<file path="src/sv/cwf_pkg.sv">
// Shared widths, calendar constants and types for the calendar week fields core.
// No dependencies; compiled first.
package cwf_pkg;

    localparam int DAY_W   = 23;
    localparam int Z_W     = 22;
    localparam int YEAR_W  = 14;
    localparam int MONTH_W = 4;
    localparam int WEEK_W  = 6;
    localparam int YDAY_W  = 9;
    localparam int PACK_W  = 20;

    // first day 0001-01-01, last day 9999-12-31, shift to a 0000-03-01 origin
    localparam logic signed [DAY_W-1:0] DAY_MIN     = -23'sd719162;
    localparam logic signed [DAY_W-1:0] DAY_MAX     = 23'sd2932896;
    localparam logic signed [DAY_W-1:0] EPOCH_SHIFT = 23'sd719468;

    // days in a 400-year Gregorian cycle
    localparam logic [17:0] ERA_DAYS = 18'd146097;

    // pipeline layout: 3 front stages, 6 civil stages, 2 back stages
    localparam int PIPE_DEPTH = 11;
    localparam int CIV_FIRST  = 3;
    localparam int CIV_DEPTH  = 6;

    typedef struct packed {
        logic [YEAR_W-1:0]  year;
        logic [MONTH_W-1:0] month;
        logic [YDAY_W-1:0]  yday;
        logic               leap;
    } t_civil;

endpackage

</file>
<file path="src/sv/cwf_if.sv">
// Valid/ready channel interfaces for date items and week-field results.
// Depends on cwf_pkg.
interface cwf_in_if;
    import cwf_pkg::*;

    logic                     valid;
    logic                     ready;
    logic signed [DAY_W-1:0]  day_number;
    logic                     is_missing;

    modport source (output valid, output day_number, output is_missing, input ready);
    modport sink   (input valid, input day_number, input is_missing, output ready);
endinterface

interface cwf_out_if;
    import cwf_pkg::*;

    logic               valid;
    logic               ready;
    logic               valid_res;
    logic [YEAR_W-1:0]  cal_year;
    logic [MONTH_W-1:0] cal_month;
    logic [YEAR_W-1:0]  iso_year;
    logic [WEEK_W-1:0]  iso_week;
    logic [WEEK_W-1:0]  block_week;
    logic [PACK_W-1:0]  iso_year_week;
    logic [PACK_W-1:0]  block_year_week;
    logic [PACK_W-1:0]  year_month;
    logic               leap_year;

    modport source (
        output valid, output valid_res, output cal_year, output cal_month,
        output iso_year, output iso_week, output block_week, output iso_year_week,
        output block_year_week, output year_month, output leap_year,
        input  ready
    );
    modport sink (
        input  valid, input valid_res, input cal_year, input cal_month,
        input  iso_year, input iso_week, input block_week, input iso_year_week,
        input  block_year_week, input year_month, input leap_year,
        output ready
    );
endinterface

</file>
<file path="src/sv/cwf_civil.sv">
// Six-stage pipeline: day count from 0000-03-01 to year, month, day of year, leap flag.
// Depends on cwf_pkg; stage enables come from the top-level pipeline control.
module cwf_civil (
    input  logic                            i_clk,
    input  logic [cwf_pkg::CIV_DEPTH-1:0]   i_en,
    input  logic [cwf_pkg::Z_W-1:0]         i_z,
    output cwf_pkg::t_civil                 o_civ
);
    import cwf_pkg::*;

    // reciprocals: floor(x/d) == (x*M) >> K whenever xmax*d < 2^K
    localparam int          K_ERA  = 40;
    localparam logic [22:0] M_ERA  = 23'((64'd1 << K_ERA) / 64'd146097 + 64'd1);
    localparam int          K_1460 = 28;
    localparam logic [17:0] M_1460 = 18'((64'd1 << K_1460) / 64'd1460 + 64'd1);
    localparam int          K_CENT = 33;
    localparam logic [17:0] M_CENT = 18'((64'd1 << K_CENT) / 64'd36524 + 64'd1);
    localparam int          K_365  = 26;
    localparam logic [17:0] M_365  = 18'((64'd1 << K_365) / 64'd365 + 64'd1);
    localparam int          K_153  = 19;
    localparam logic [11:0] M_153  = 12'((64'd1 << K_153) / 64'd153 + 64'd1);

    localparam logic [17:0] LAST_DOE   = ERA_DAYS - 18'd1;
    localparam logic [3:0]  MP_JAN     = 4'd10;     // March-based month index of January
    localparam logic [8:0]  JAN1_DOY   = 9'd305;    // March-based day of 31 December, prior year
    localparam logic [8:0]  MAR1_YDAY  = 9'd60;     // day of year of 1 March, common year

    // stage 1: era
    logic [44:0]    s_era_prod;
    logic [4:0]     r_era1;
    logic [Z_W-1:0] r_z1;

    assign s_era_prod = 45'(i_z) * 45'(M_ERA);

    always_ff @(posedge i_clk) begin
        if (i_en[0]) begin
            r_era1 <= s_era_prod[K_ERA+4:K_ERA];
            r_z1   <= i_z;
        end
    end

    // stage 2: day of era
    logic [Z_W-1:0] s_era_days;
    logic [17:0]    n_doe2;
    logic [17:0]    r_doe2;
    logic [4:0]     r_era2;

    assign s_era_days = 22'(r_era1) * 22'(ERA_DAYS);
    assign n_doe2     = 18'(r_z1 - s_era_days);

    always_ff @(posedge i_clk) begin
        if (i_en[1]) begin
            r_doe2 <= n_doe2;
            r_era2 <= r_era1;
        end
    end

    // stage 3: leap-day corrections before the year divide
    logic [35:0] s_p1460;
    logic [35:0] s_pcent;
    logic [6:0]  s_n4;
    logic [2:0]  s_n100;
    logic [17:0] n_t3;
    logic [17:0] r_t3;
    logic [17:0] r_doe3;
    logic [4:0]  r_era3;

    assign s_p1460 = 36'(r_doe2) * 36'(M_1460);
    assign s_pcent = 36'(r_doe2) * 36'(M_CENT);
    assign s_n4    = s_p1460[K_1460+6:K_1460];
    assign s_n100  = s_pcent[K_CENT+2:K_CENT];
    assign n_t3    = r_doe2 - 18'(s_n4) + 18'(s_n100) - 18'(r_doe2 == LAST_DOE);

    always_ff @(posedge i_clk) begin
        if (i_en[2]) begin
            r_t3   <= n_t3;
            r_doe3 <= r_doe2;
            r_era3 <= r_era2;
        end
    end

    // stage 4: year of era
    logic [35:0] s_p365;
    logic [8:0]  r_yoe4;
    logic [17:0] r_doe4;
    logic [4:0]  r_era4;

    assign s_p365 = 36'(r_t3) * 36'(M_365);

    always_ff @(posedge i_clk) begin
        if (i_en[3]) begin
            r_yoe4 <= s_p365[K_365+8:K_365];
            r_doe4 <= r_doe3;
            r_era4 <= r_era3;
        end
    end

    // stage 5: March-based day of year
    logic [1:0]  s_cent;
    logic [17:0] s_base;
    logic [8:0]  n_doy5;
    logic [8:0]  r_doy5;
    logic [8:0]  r_yoe5;
    logic [4:0]  r_era5;

    assign s_cent = 2'(r_yoe4 >= 9'd100) + 2'(r_yoe4 >= 9'd200) + 2'(r_yoe4 >= 9'd300);
    assign s_base = 18'(r_yoe4) * 18'd365 + 18'(r_yoe4[8:2]) - 18'(s_cent);
    assign n_doy5 = 9'(r_doe4 - s_base);

    always_ff @(posedge i_clk) begin
        if (i_en[4]) begin
            r_doy5 <= n_doy5;
            r_yoe5 <= r_yoe4;
            r_era5 <= r_era4;
        end
    end

    // stage 6: month, calendar year, January-based day of year, leap flag
    logic [10:0] s_x;
    logic [22:0] s_pmp;
    logic [3:0]  s_mp;
    logic        s_jan_feb;
    logic [8:0]  s_yy;
    logic        s_leap;
    t_civil      n_civ;
    t_civil      r_civ;

    always_comb begin
        s_x       = 11'(r_doy5) * 11'd5 + 11'd2;
        s_pmp     = 23'(s_x) * 23'(M_153);
        s_mp      = s_pmp[K_153+3:K_153];
        s_jan_feb = (s_mp >= MP_JAN);
        // year within the cycle; 0 and 400 are multiples of 400
        s_yy      = r_yoe5 + 9'(s_jan_feb);
        s_leap    = (s_yy[1:0] == 2'd0) && (s_yy != 9'd100) && (s_yy != 9'd200)
                    && (s_yy != 9'd300);
        n_civ.year  = 14'(r_era5) * 14'd400 + 14'(s_yy);
        n_civ.month = s_jan_feb ? (s_mp - 4'd9) : (s_mp + 4'd3);
        n_civ.yday  = s_jan_feb ? (r_doy5 - JAN1_DOY)
                                : (r_doy5 + MAR1_YDAY + 9'(s_leap));
        n_civ.leap  = s_leap;
    end

    always_ff @(posedge i_clk) begin
        if (i_en[5]) begin
            r_civ <= n_civ;
        end
    end

    assign o_civ = r_civ;

endmodule

</file>
<file path="src/sv/calendar_week_fields_core.sv">
// Top level of the calendar / ISO 8601 week fields core: pipeline control,
// front and back stages, two civil-date pipelines. Depends on cwf_pkg, cwf_if, cwf_civil.
//
// Eleven register stages from input transfer to result valid.
// Throughput: one item per cycle, held only when the pipeline is full and the sink stalls.
// Reset (i_rst_n low, synchronous) empties the pipeline; data registers are not reset.
module calendar_week_fields_core (
    input  logic      i_clk,
    input  logic      i_rst_n,
    cwf_in_if.sink    i_item,
    cwf_out_if.source o_res
);
    import cwf_pkg::*;

    // floor(x/7) for the weekday and for week numbers
    localparam int          K_WD7 = 25;
    localparam logic [22:0] M_WD7 = 23'((64'd1 << K_WD7) / 64'd7 + 64'd1);
    localparam int          K_WK7 = 12;
    localparam logic [9:0]  M_WK7 = 10'((64'd1 << K_WK7) / 64'd7 + 64'd1);

    localparam int LAST = PIPE_DEPTH - 1;

    // ---------------------------------------------------------------
    // Pipeline control: each stage loads when it is empty or the stage
    // after it moves, so bubbles squeeze out and a stall holds every item.
    // ---------------------------------------------------------------
    logic [PIPE_DEPTH:0]   s_rdy;
    logic [PIPE_DEPTH-1:0] r_vld;
    logic [LAST-1:0]       r_miss;

    always_comb begin
        s_rdy[PIPE_DEPTH] = o_res.ready;
        for (int k = PIPE_DEPTH - 1; k >= 0; k--) begin
            s_rdy[k] = !r_vld[k] || s_rdy[k+1];
        end
    end

    assign i_item.ready = s_rdy[0];

    always_ff @(posedge i_clk) begin
        if (!i_rst_n) begin
            r_vld <= '0;
        end else begin
            if (s_rdy[0]) begin
                r_vld[0] <= i_item.valid;
            end
            for (int k = 1; k < PIPE_DEPTH; k++) begin
                if (s_rdy[k]) begin
                    r_vld[k] <= r_vld[k-1];
                end
            end
        end
    end

    // missing flag rides along with each item up to the output stage
    always_ff @(posedge i_clk) begin
        if (s_rdy[0]) begin
            r_miss[0] <= i_item.is_missing;
        end
        for (int k = 1; k < LAST; k++) begin
            if (s_rdy[k]) begin
                r_miss[k] <= r_miss[k-1];
            end
        end
    end

    // ---------------------------------------------------------------
    // Stage 0: clamp to 0001-01-01 .. 9999-12-31 and move origin to 0000-03-01
    // ---------------------------------------------------------------
    logic signed [DAY_W-1:0] s_day_c;
    logic signed [DAY_W-1:0] s_z_sum;
    logic [Z_W-1:0]          r_z0;

    always_comb begin
        priority if (i_item.day_number < DAY_MIN) begin
            s_day_c = DAY_MIN;
        end else if (i_item.day_number > DAY_MAX) begin
            s_day_c = DAY_MAX;
        end else begin
            s_day_c = i_item.day_number;
        end
        s_z_sum = s_day_c + EPOCH_SHIFT;
    end

    always_ff @(posedge i_clk) begin
        if (s_rdy[0]) begin
            r_z0 <= s_z_sum[Z_W-1:0];
        end
    end

    // ---------------------------------------------------------------
    // Stage 1: (z + 2) / 7 - Monday-based weekday is (z + 2) mod 7
    // ---------------------------------------------------------------
    logic [Z_W-1:0] s_zp2;
    logic [44:0]    s_wd_prod;
    logic [Z_W-1:0] r_zp2_1;
    logic [Z_W-1:0] r_z1;
    logic [18:0]    r_q7_1;

    assign s_zp2     = r_z0 + 22'd2;
    assign s_wd_prod = 45'(s_zp2) * 45'(M_WD7);

    always_ff @(posedge i_clk) begin
        if (s_rdy[1]) begin
            r_zp2_1 <= s_zp2;
            r_z1    <= r_z0;
            r_q7_1  <= s_wd_prod[K_WD7+18:K_WD7];
        end
    end

    // ---------------------------------------------------------------
    // Stage 2: Thursday of the same Monday-based week
    // ---------------------------------------------------------------
    logic [2:0]     s_iso_wd;
    logic [Z_W-1:0] r_z2;
    logic [Z_W-1:0] r_thu2;

    assign s_iso_wd = 3'(r_zp2_1 - 22'(r_q7_1) * 22'd7);

    always_ff @(posedge i_clk) begin
        if (s_rdy[2]) begin
            r_z2   <= r_z1;
            r_thu2 <= r_z1 + 22'd3 - 22'(s_iso_wd);
        end
    end

    // ---------------------------------------------------------------
    // Stages 3..8: civil date of the day itself and of its Thursday
    // ---------------------------------------------------------------
    t_civil s_civ_day;
    t_civil s_civ_thu;

    cwf_civil u_civil_day (
        .i_clk (i_clk),
        .i_en  (s_rdy[CIV_FIRST+CIV_DEPTH-1:CIV_FIRST]),
        .i_z   (r_z2),
        .o_civ (s_civ_day)
    );

    cwf_civil u_civil_thu (
        .i_clk (i_clk),
        .i_en  (s_rdy[CIV_FIRST+CIV_DEPTH-1:CIV_FIRST]),
        .i_z   (r_thu2),
        .o_civ (s_civ_thu)
    );

    // ---------------------------------------------------------------
    // Stage 9: week numbers, 1 + (day of year - 1) / 7
    // ---------------------------------------------------------------
    function automatic logic [WEEK_W-1:0] f_week(input logic [YDAY_W-1:0] yday);
        logic [18:0] prod;
        prod = 19'(yday - 9'd1) * 19'(M_WK7);
        return prod[K_WK7+WEEK_W-1:K_WK7] + 6'd1;
    endfunction

    logic [YEAR_W-1:0]  r_year9;
    logic [MONTH_W-1:0] r_month9;
    logic               r_leap9;
    logic [YEAR_W-1:0]  r_iyear9;
    logic [WEEK_W-1:0]  r_bw9;
    logic [WEEK_W-1:0]  r_iw9;

    always_ff @(posedge i_clk) begin
        if (s_rdy[9]) begin
            r_year9  <= s_civ_day.year;
            r_month9 <= s_civ_day.month;
            r_leap9  <= s_civ_day.leap;
            r_iyear9 <= s_civ_thu.year;
            r_bw9    <= f_week(s_civ_day.yday);
            r_iw9    <= f_week(s_civ_thu.yday);
        end
    end

    // ---------------------------------------------------------------
    // Stage 10: packings and output register; a missing date reads as zeros
    // ---------------------------------------------------------------
    logic               r_o_valid_res;
    logic [YEAR_W-1:0]  r_o_year;
    logic [MONTH_W-1:0] r_o_month;
    logic [YEAR_W-1:0]  r_o_iyear;
    logic [WEEK_W-1:0]  r_o_iw;
    logic [WEEK_W-1:0]  r_o_bw;
    logic [PACK_W-1:0]  r_o_iyw;
    logic [PACK_W-1:0]  r_o_byw;
    logic [PACK_W-1:0]  r_o_ym;
    logic               r_o_leap;

    always_ff @(posedge i_clk) begin
        if (s_rdy[LAST]) begin
            if (r_miss[LAST-1]) begin
                r_o_valid_res <= 1'b0;
                r_o_year      <= '0;
                r_o_month     <= '0;
                r_o_iyear     <= '0;
                r_o_iw        <= '0;
                r_o_bw        <= '0;
                r_o_iyw       <= '0;
                r_o_byw       <= '0;
                r_o_ym        <= '0;
                r_o_leap      <= 1'b0;
            end else begin
                r_o_valid_res <= 1'b1;
                r_o_year      <= r_year9;
                r_o_month     <= r_month9;
                r_o_iyear     <= r_iyear9;
                r_o_iw        <= r_iw9;
                r_o_bw        <= r_bw9;
                r_o_iyw       <= 20'(r_iyear9) * 20'd100 + 20'(r_iw9);
                r_o_byw       <= 20'(r_year9) * 20'd100 + 20'(r_bw9);
                r_o_ym        <= 20'(r_year9) * 20'd100 + 20'(r_month9);
                r_o_leap      <= r_leap9;
            end
        end
    end

    assign o_res.valid           = r_vld[LAST];
    assign o_res.valid_res       = r_o_valid_res;
    assign o_res.cal_year        = r_o_year;
    assign o_res.cal_month       = r_o_month;
    assign o_res.iso_year        = r_o_iyear;
    assign o_res.iso_week        = r_o_iw;
    assign o_res.block_week      = r_o_bw;
    assign o_res.iso_year_week   = r_o_iyw;
    assign o_res.block_year_week = r_o_byw;
    assign o_res.year_month      = r_o_ym;
    assign o_res.leap_year       = r_o_leap;

    // ---------------------------------------------------------------
    // Checks
    // ---------------------------------------------------------------

    // input back-pressure only when every stage holds an item and the sink stalls
    a_full_stall: assert property (@(posedge i_clk) disable iff (!i_rst_n)
        !i_item.ready |-> (o_res.valid && !o_res.ready))
        else $error("input stalled with room in the pipeline");

    // a missing date gives an all-zero result
    a_missing_zero: assert property (@(posedge i_clk) disable iff (!i_rst_n)
        (o_res.valid && !o_res.valid_res) |->
            (o_res.cal_year == '0 && o_res.cal_month == '0 && o_res.iso_year == '0 &&
             o_res.iso_week == '0 && o_res.block_week == '0 && o_res.year_month == '0 &&
             o_res.iso_year_week == '0 && o_res.block_year_week == '0 && !o_res.leap_year))
        else $error("missing date gave non-zero fields");

    // decoded fields stay in their calendar ranges
    a_ranges: assert property (@(posedge i_clk) disable iff (!i_rst_n)
        (o_res.valid && o_res.valid_res) |->
            (o_res.cal_month >= 4'd1 && o_res.cal_month <= 4'd12 &&
             o_res.cal_year >= 14'd1 && o_res.cal_year <= 14'd9999 &&
             o_res.iso_week >= 6'd1 && o_res.iso_week <= 6'd53 &&
             o_res.block_week >= 6'd1 && o_res.block_week <= 6'd53))
        else $error("decoded field out of range");

    // the Thursday of a week is never more than a year boundary away
    a_iso_near: assert property (@(posedge i_clk) disable iff (!i_rst_n)
        (o_res.valid && o_res.valid_res) |->
            (o_res.iso_year == o_res.cal_year ||
             o_res.iso_year == o_res.cal_year + 14'd1 ||
             o_res.iso_year + 14'd1 == o_res.cal_year))
        else $error("ISO year too far from calendar year");

endmodule

</file>
<file path="src/flat_wrapper.sv">
// flat-port wrapper written by rule: the top's interface ports become plain ports
module calendar_week_fields_core_flat import cwf_pkg::*;
  (i_clk, i_rst_n, i_item_valid, i_item_day_number, i_item_is_missing, i_item_ready, o_res_valid, o_res_valid_res, o_res_cal_year, o_res_cal_month, o_res_iso_year, o_res_iso_week, o_res_block_week, o_res_iso_year_week, o_res_block_year_week, o_res_year_month, o_res_leap_year, o_res_ready);
  cwf_in_if i_item_i ();
  cwf_out_if o_res_i ();
  input  logic i_clk;
  input  logic i_rst_n;
  input wire logic [$bits(i_item_i.valid)-1:0] i_item_valid;
  input wire logic [$bits(i_item_i.day_number)-1:0] i_item_day_number;
  input wire logic [$bits(i_item_i.is_missing)-1:0] i_item_is_missing;
  output wire logic [$bits(i_item_i.ready)-1:0] i_item_ready;
  output wire logic [$bits(o_res_i.valid)-1:0] o_res_valid;
  output wire logic [$bits(o_res_i.valid_res)-1:0] o_res_valid_res;
  output wire logic [$bits(o_res_i.cal_year)-1:0] o_res_cal_year;
  output wire logic [$bits(o_res_i.cal_month)-1:0] o_res_cal_month;
  output wire logic [$bits(o_res_i.iso_year)-1:0] o_res_iso_year;
  output wire logic [$bits(o_res_i.iso_week)-1:0] o_res_iso_week;
  output wire logic [$bits(o_res_i.block_week)-1:0] o_res_block_week;
  output wire logic [$bits(o_res_i.iso_year_week)-1:0] o_res_iso_year_week;
  output wire logic [$bits(o_res_i.block_year_week)-1:0] o_res_block_year_week;
  output wire logic [$bits(o_res_i.year_month)-1:0] o_res_year_month;
  output wire logic [$bits(o_res_i.leap_year)-1:0] o_res_leap_year;
  input wire logic [$bits(o_res_i.ready)-1:0] o_res_ready;
  assign i_item_i.valid = i_item_valid;
  assign i_item_i.day_number = i_item_day_number;
  assign i_item_i.is_missing = i_item_is_missing;
  assign i_item_ready = i_item_i.ready;
  assign o_res_valid = o_res_i.valid;
  assign o_res_valid_res = o_res_i.valid_res;
  assign o_res_cal_year = o_res_i.cal_year;
  assign o_res_cal_month = o_res_i.cal_month;
  assign o_res_iso_year = o_res_i.iso_year;
  assign o_res_iso_week = o_res_i.iso_week;
  assign o_res_block_week = o_res_i.block_week;
  assign o_res_iso_year_week = o_res_i.iso_year_week;
  assign o_res_block_year_week = o_res_i.block_year_week;
  assign o_res_year_month = o_res_i.year_month;
  assign o_res_leap_year = o_res_i.leap_year;
  assign o_res_i.ready = o_res_ready;
  calendar_week_fields_core u_core (.i_clk(i_clk), .i_rst_n(i_rst_n), .i_item(i_item_i), .o_res(o_res_i));
endmodule
</file>
<file path="config.mk">
export PLATFORM = sky130hd
export DESIGN_NAME = calendar_week_fields_core_flat
export DESIGN_NICKNAME = d
export VERILOG_FILES = /design/src/sv/cwf_pkg.sv /design/src/sv/cwf_if.sv /design/src/sv/cwf_civil.sv /design/src/sv/calendar_week_fields_core.sv /design/src/flat_wrapper.sv
export SDC_FILE = /design/constraint.sdc
export NUM_CORES = 2
export LEC_CHECK = 0
export BUFFER_PORTS_ARGS = -buffer_cell sky130_fd_sc_hd__buf_2
export CAP_MARGIN = 20
export CORE_UTILIZATION = 50
export DETAILED_ROUTE_END_ITERATION = 10
export GPL_ROUTABILITY_DRIVEN = 0
export PLACE_DENSITY = 0.67
export SYNTH_ARGS = -nofsm -noshare
export SYNTH_HDL_FRONTEND = slang
export SYNTH_SLANG_ARGS = --single-unit
</file>
<file path="constraint.sdc">
create_clock -name i_clk -period 12.75 [get_ports i_clk]
set_clock_uncertainty 0.1 [all_clocks]
set_input_delay 2.55 -clock i_clk [delete_from_list [all_inputs] [get_ports i_clk]]
set_output_delay 2.55 -clock i_clk [all_outputs]
set_load 0.01 [all_outputs]
</file>
-- Yosys cells after proc, flatten, opt, wreduce, memory -nomap -nowiden
Index checks and enable logic that the tools add are counted.
- div/mod/pow operators: 0
- multiply operators: 24
- magnitude comparators: 10
- eq/ne operators: 8
- mux-type cells: 6
- bitwise gates (word level): 0
- reductions and logical operators: 30
- $add $sub $neg: 44
- shift-type cells: 0
- operator list (cell ; number):
    18-bit by 16-bit multiplier with 33-bit output (second input constant) ; 4
    22-bit by 22-bit multiplier with 44-bit output (second input constant) ; 2
    18-bit by 18-bit multiplier with 36-bit output (second input constant) ; 2
    11-bit by 12-bit multiplier with 23-bit output (second input constant) ; 2
    22-bit by 2-bit adder with 22-bit output (second input constant) ; 2
    22-bit by 23-bit multiplier with 44-bit output (second input constant) ; 1
    22-bit 2-to-1 mux ; 2
    20-bit by 6-bit adder with 20-bit output ; 2
    19-bit by 9-bit multiplier with 17-bit output (second input constant) ; 2
    18-bit by 3-bit adder with 18-bit output ; 2
    9-bit by 1-bit adder with 9-bit output ; 4
    18-bit == test (second input constant) ; 2
    14-bit by 5-bit multiplier with 18-bit output (second input constant) ; 2
    5-bit by 18-bit multiplier with 18-bit output (second input constant) ; 2
    18-bit by 1-bit subtractor with 18-bit output ; 2
    18-bit subtractor ; 2
    18-bit by 7-bit subtractor with 18-bit output ; 2
    14-bit by 9-bit adder with 14-bit output ; 2
    23-bit > comparator (second input constant) ; 1
    23-bit by 21-bit less-than comparator with 1-bit output (second input constant) ; 1
    11-bit by 2-bit adder with 11-bit output (second input constant) ; 2
    22-bit by 21-bit adder with 22-bit output (second input constant) ; 1
    9-bit by 3-bit multiplier with 11-bit output (second input constant) ; 2
    22-bit by 3-bit subtractor with 22-bit output ; 1
    other kinds (30) ; 75
- output and inout port bits: 108
- logic and storage cells: 197
- input bits: 28
- latch bits: 0
- memory bits (writable): 0
- memories kept: 0
- register bits after elaboration: 581
- bits in read-only memories: 0

-- Depth between registers and ports, before layout
- word-level depth: 12
- gate-level depth with buffers: 53
- mapped depth without buffers: 52

-- By module
A second synthesis with hierarchy kept.
- cells, all modules: 8264
- area total of the unflattened synthesis: 90675.7 µm²
- by module, submodules not included (module ; instances ; cells an instance ; seq. area each (µm²) ; area each (µm²)):
    cwf_civil at u_core.u_civil_thu ; 1 ; 3206 ; 4564.4 ; 34882.2
    cwf_civil at u_core.u_civil_day ; 1 ; 3090 ; 4564.4 ; 34596.9
    calendar_week_fields_core ; 1 ; 1968 ; 7667.4 ; 21196.6

-- Worst setup path after synthesis
Ideal clock, no wire load.
- path kind: register -> register
- start: register u_core.u_civil_day.r_doy5[3]
- end: register u_core.u_civil_day.r_civ (netlist bit u_core.u_civil_day.o_civ[9]) (data pin)
- clock period less this slack: 9710 ps
- path slack: 3040 ps
- data arrival time: 9352 ps
- data required time: 12391 ps
- library setup time: 259 ps
- path buffers: 1
- stages on the path, launching flop included: 53
- path through: edfxtp_1 -> ha_1 -> ha_1 -> a31oi_1 -> nor2b_1 -> o21a_1 -> o21a_1 -> o21ai_0 -> nand2b_1 -> a21oi_1 -> o21bai_1 -> xor2_1 -> ha_1 -> inv_1 -> fa_1 -> inv_1 -> fa_1 -> inv_1 -> [... 17 more ...] -> ha_1 -> ha_1 -> nand2_1 -> nor2_1 -> xnor2_1 -> inv_1 -> and2_1 -> nor2_1 -> nand3_1 -> a221oi_1 -> nor3_1 -> ha_1 -> ha_1 -> nor3_1 -> nand2_1 -> and2_1 -> o22ai_1 -> xnor2_1
- RTL lines (element ; line ; RTL):
    start, declared ; cwf_civil.sv:102 ; logic [8:0] r_doy5;
    start signal, assigned ; cwf_civil.sv:112 ; r_doy5 <= n_doy5;
    end signal, assigned ; cwf_civil.sv:146 ; r_civ <= n_civ;
    end, declared ; cwf_civil.sv:126 ; t_civil r_civ;

==> flow_summary.json <==
{
  "reg2reg_depth": 50,
  "finalSetupViolations": 0,
  "cts_tree": "done",
  "drive_gt1_frac": 0.04024,
  "htree_levels": 3,
  "yosys-top-cells-count": "inv_1 (2173), ha_1 (2045), fa_1 (1295)",
  "timing.final.crit_share": 0.8555,
  "drc": 1,
  "outcome": "finished with violations",
  "worst-setup-path-type": "flop to flop",
  "tightest_slew_ns": 1.006,
  "hold_viol_final": 0,
  "yosys-mux-area-fraction": 0.001597,
  "dr.pass1.iters": 10,
  "port_buffers": 135,
  "synth_area_leader_cell": "fa_1",
  "gr-total-overflow": 0,
  "cts_resized": 0,
  "critPathLaunchType": "flop",
  "dp.cells": 10610,
  "synth-simple-area-share": 0.04967,
  "first_global_vias": 60960,
  "viasPerCell": 5.154,
  "hp-class": "flop to flop",
  "fmax_ghz": 0.09168,
  "hp-start": "u_core.u_civil_thu.r_era4[2]",
  "ys_types": 80,
  "slew_viol_final": 0,
  "clock_sinks": 558,
  "clkTransAtPathRegs_ns": 0.06,
  "crit_start": "u_core.u_civil_day.r_doy5[1]",
  "m1WireLength_um": 78760,
  "synth_top_family_by_area": "adder cells",
  "row_count": 154,
  "highest_layer": "met4",
  "synth_top_area_frac": 0.2902,
  "cts_root_buf": "clkbuf_16",
  "cts_buffers": 67,
  "fp.dieW_um": 424.7,
  "cp.arrival_ns": 11.22,
  "drv_cap": 0,
  "netlist_area_sq_um": 89320,
  "nets": 11710,
  "ys_ff_latch": 558,
  "seq_area_frac_synth": 0.1864,
  "antenna_found_initial": 2,
  "clk_latency_ns": 0.67,
  "synthTopCellsByArea": "fa_1 (29%), ha_1 (29%), edfxtp_1 (18%)",
  "wl_met3_um": 5525,
  "rsz0062_at_grt": "no",
  "finalWorstSetupSlack_ns": 1.842,
  "dpl.hpwl_um": 154000,
  "wirelength_um": 178800,
  "synth-edff-count": 547,
  "pre_cts_ws_ns": 1.940,
  "path_common_cell": "ha_1",
  "required_ns": 13.06,
  "post_cts_buffers": 0,
  "cts_buffer_depth": 3,
  "cpPeakStageDelay_ns": 0.57,
  "dpl_cell_area_sq_um": 93110,
  "synth.most_common_cell": "inv_1",
  "netlist_instances": 8124,
  "synthAdderAreaFrac": 0.5767,
  "wl_per_cell_um": 16.64,
  "cp-end-kind": "flop",
  "whs_path_depth": 0,
  "dieHeight_um": 424.7,
  "critPathMaxFanout": 13,
  "regToRegStartpoint": "u_core.u_civil_day.r_doy5[1]",
  "pin_count": 136,
  "violations": "DRC",
  "crit_slowest_cell": "edfxtp_1",
  "yosysWarningCount": 0,
  "grt_start_max_net_pins": 100,
  "synth-compound-area-share": 0.05082,
  "ant_nets": 0,
  "final_area_sq_um": 95480,
  "setup_tns_ns": 0,
  "syn_to_final_growth_pct": 6.895,
  "synthFlopType": "edfxtp_1",
  "syn_area_per_cell_sq_um": 10.99,
  "final_cell_count_no_fill": 10740,
  "ys_async_sr_fraction": 0,
  "fin_crit_ns": 10.91,
  "slew-limit-headroom": 0.3294,
  "vias": 55360,
  "synth_xor_area_frac": 0.04202,
  "initial_core_util": 0.5055,
  "grt_pass1_wl_um": 305800,
  "wl_met2_um": 90270,
  "grt.total_usage": 0.2092,
  "syn_nets": 11490,
  "initialDrtViolationCount": 2416,
  "cts_hold_buf": 0,
  "design.die.area_sq_um": 180300,
  "core-area_sq_um": 176700
}
## registers in the layout, summed over array words and instances, names as in the netlist, 14 cells and up
signal / cells
u_core.o_res.block_year_week: 20
u_core.o_res.cal_year: 14
u_core.o_res.iso_year: 14
u_core.o_res.iso_year_week: 20
u_core.o_res.year_month: 20
u_core.r_iyear9: 14
u_core.r_thu2: 22
u_core.r_year9: 14
u_core.r_z0: 22
u_core.r_z1: 22
u_core.r_z2: 22
u_core.u_civil_day.o_civ: 28
u_core.u_civil_day.r_doe2: 18
u_core.u_civil_day.r_t3: 18
u_core.u_civil_day.r_z1: 18
u_core.u_civil_thu.o_civ: 23
u_core.u_civil_thu.r_doe2: 18
u_core.u_civil_thu.r_t3: 18
u_core.u_civil_thu.r_z1: 18
## through the flow
stage,util,hold slack [ns]
global placement,0.5270,0.3017
global route,0.5404,0.3008
detailed placement,0.5270,0.3045
floorplan,-,0.3003
finish,0.5404,0.2880
CTS,0.5396,0.2859
## kinds of logic after synthesis
family	Yosys count
AOI/OAI and AO/OA	689
xor gates and xnor gates	427
adders and majority gates	3340
buffers and inverters	2202
DFF	558
muxes	14
and+or+nand+nor	894
## worst max-delay path, delay by kind of cell (launching register included)
kind            cells  cell delay [ns]
compound gates     13             2.93
xor+xnor            4             0.76
fa+ha+maj          13             4.00
buf+inv             7             0.75
flops               1             0.57
simple gates       13             1.52
## placed cells by master, fill, tap and decap left out, types with 13 or more instances in the layout
cell,instances
a2111oi_0,13
a211oi_1,20
a21o_1,101
a21oi_1,202
a31oi_1,22
and2_1,25
and3_1,38
buf_2,135
buf_4,41
clkbuf_16,68
edfxtp_1,547
fa_1,1295
ha_1,2045
inv_1,2168
nand2_1,149
nand2b_1,33
nand3_1,79
nand4_1,41
nor2_1,253
nor2b_1,82
nor3_1,91
nor4_1,20
o211ai_1,13
o21a_1,53
o21ai_0,122
o21bai_1,29
or2_2,19
or3_1,26
xnor2_1,283
xor2_1,143
## routing by layer
| metal | global-route usage | up-vias |
|---|---|---|
| li1 | - | 26620 |
| met1 | 0.2702 | 27610 |
| met2 | 0.3748 | 868 |
| met3 | 0.02235 | 261 |
| met4 | 0.04832 | 0 |
| met5 | 0 | - |
## layout make-up
cell class / instances / area [sq um]
inverter: 2173 / 8159
clock inverter: 45 / 461.7
multi-input combinational: 5364 / 64390
timing repair buffer: 182 / 1119
fill: 15100 / 81210
tap: 2340 / 2928
clock buffer: 77 / 1765
antenna: 2 / 5.005
sequential: 558 / 16650
## final timing paths
path | slack (ns) | endpoint
setup reg to reg | 1.84 | u_core.u_civil_day.o_civ[9]
hold reg to reg | 0.29 | u_core.u_civil_thu.r_era5[2]
setup / recovery | 1.84 | u_core.u_civil_day.o_civ[9]
hold / removal | 0.29 | u_core.u_civil_thu.r_era5[2]
Power is left out: the tool's default activity adds up to more than one toggle a clock period on the data nets, which glitch-free logic cannot reach.
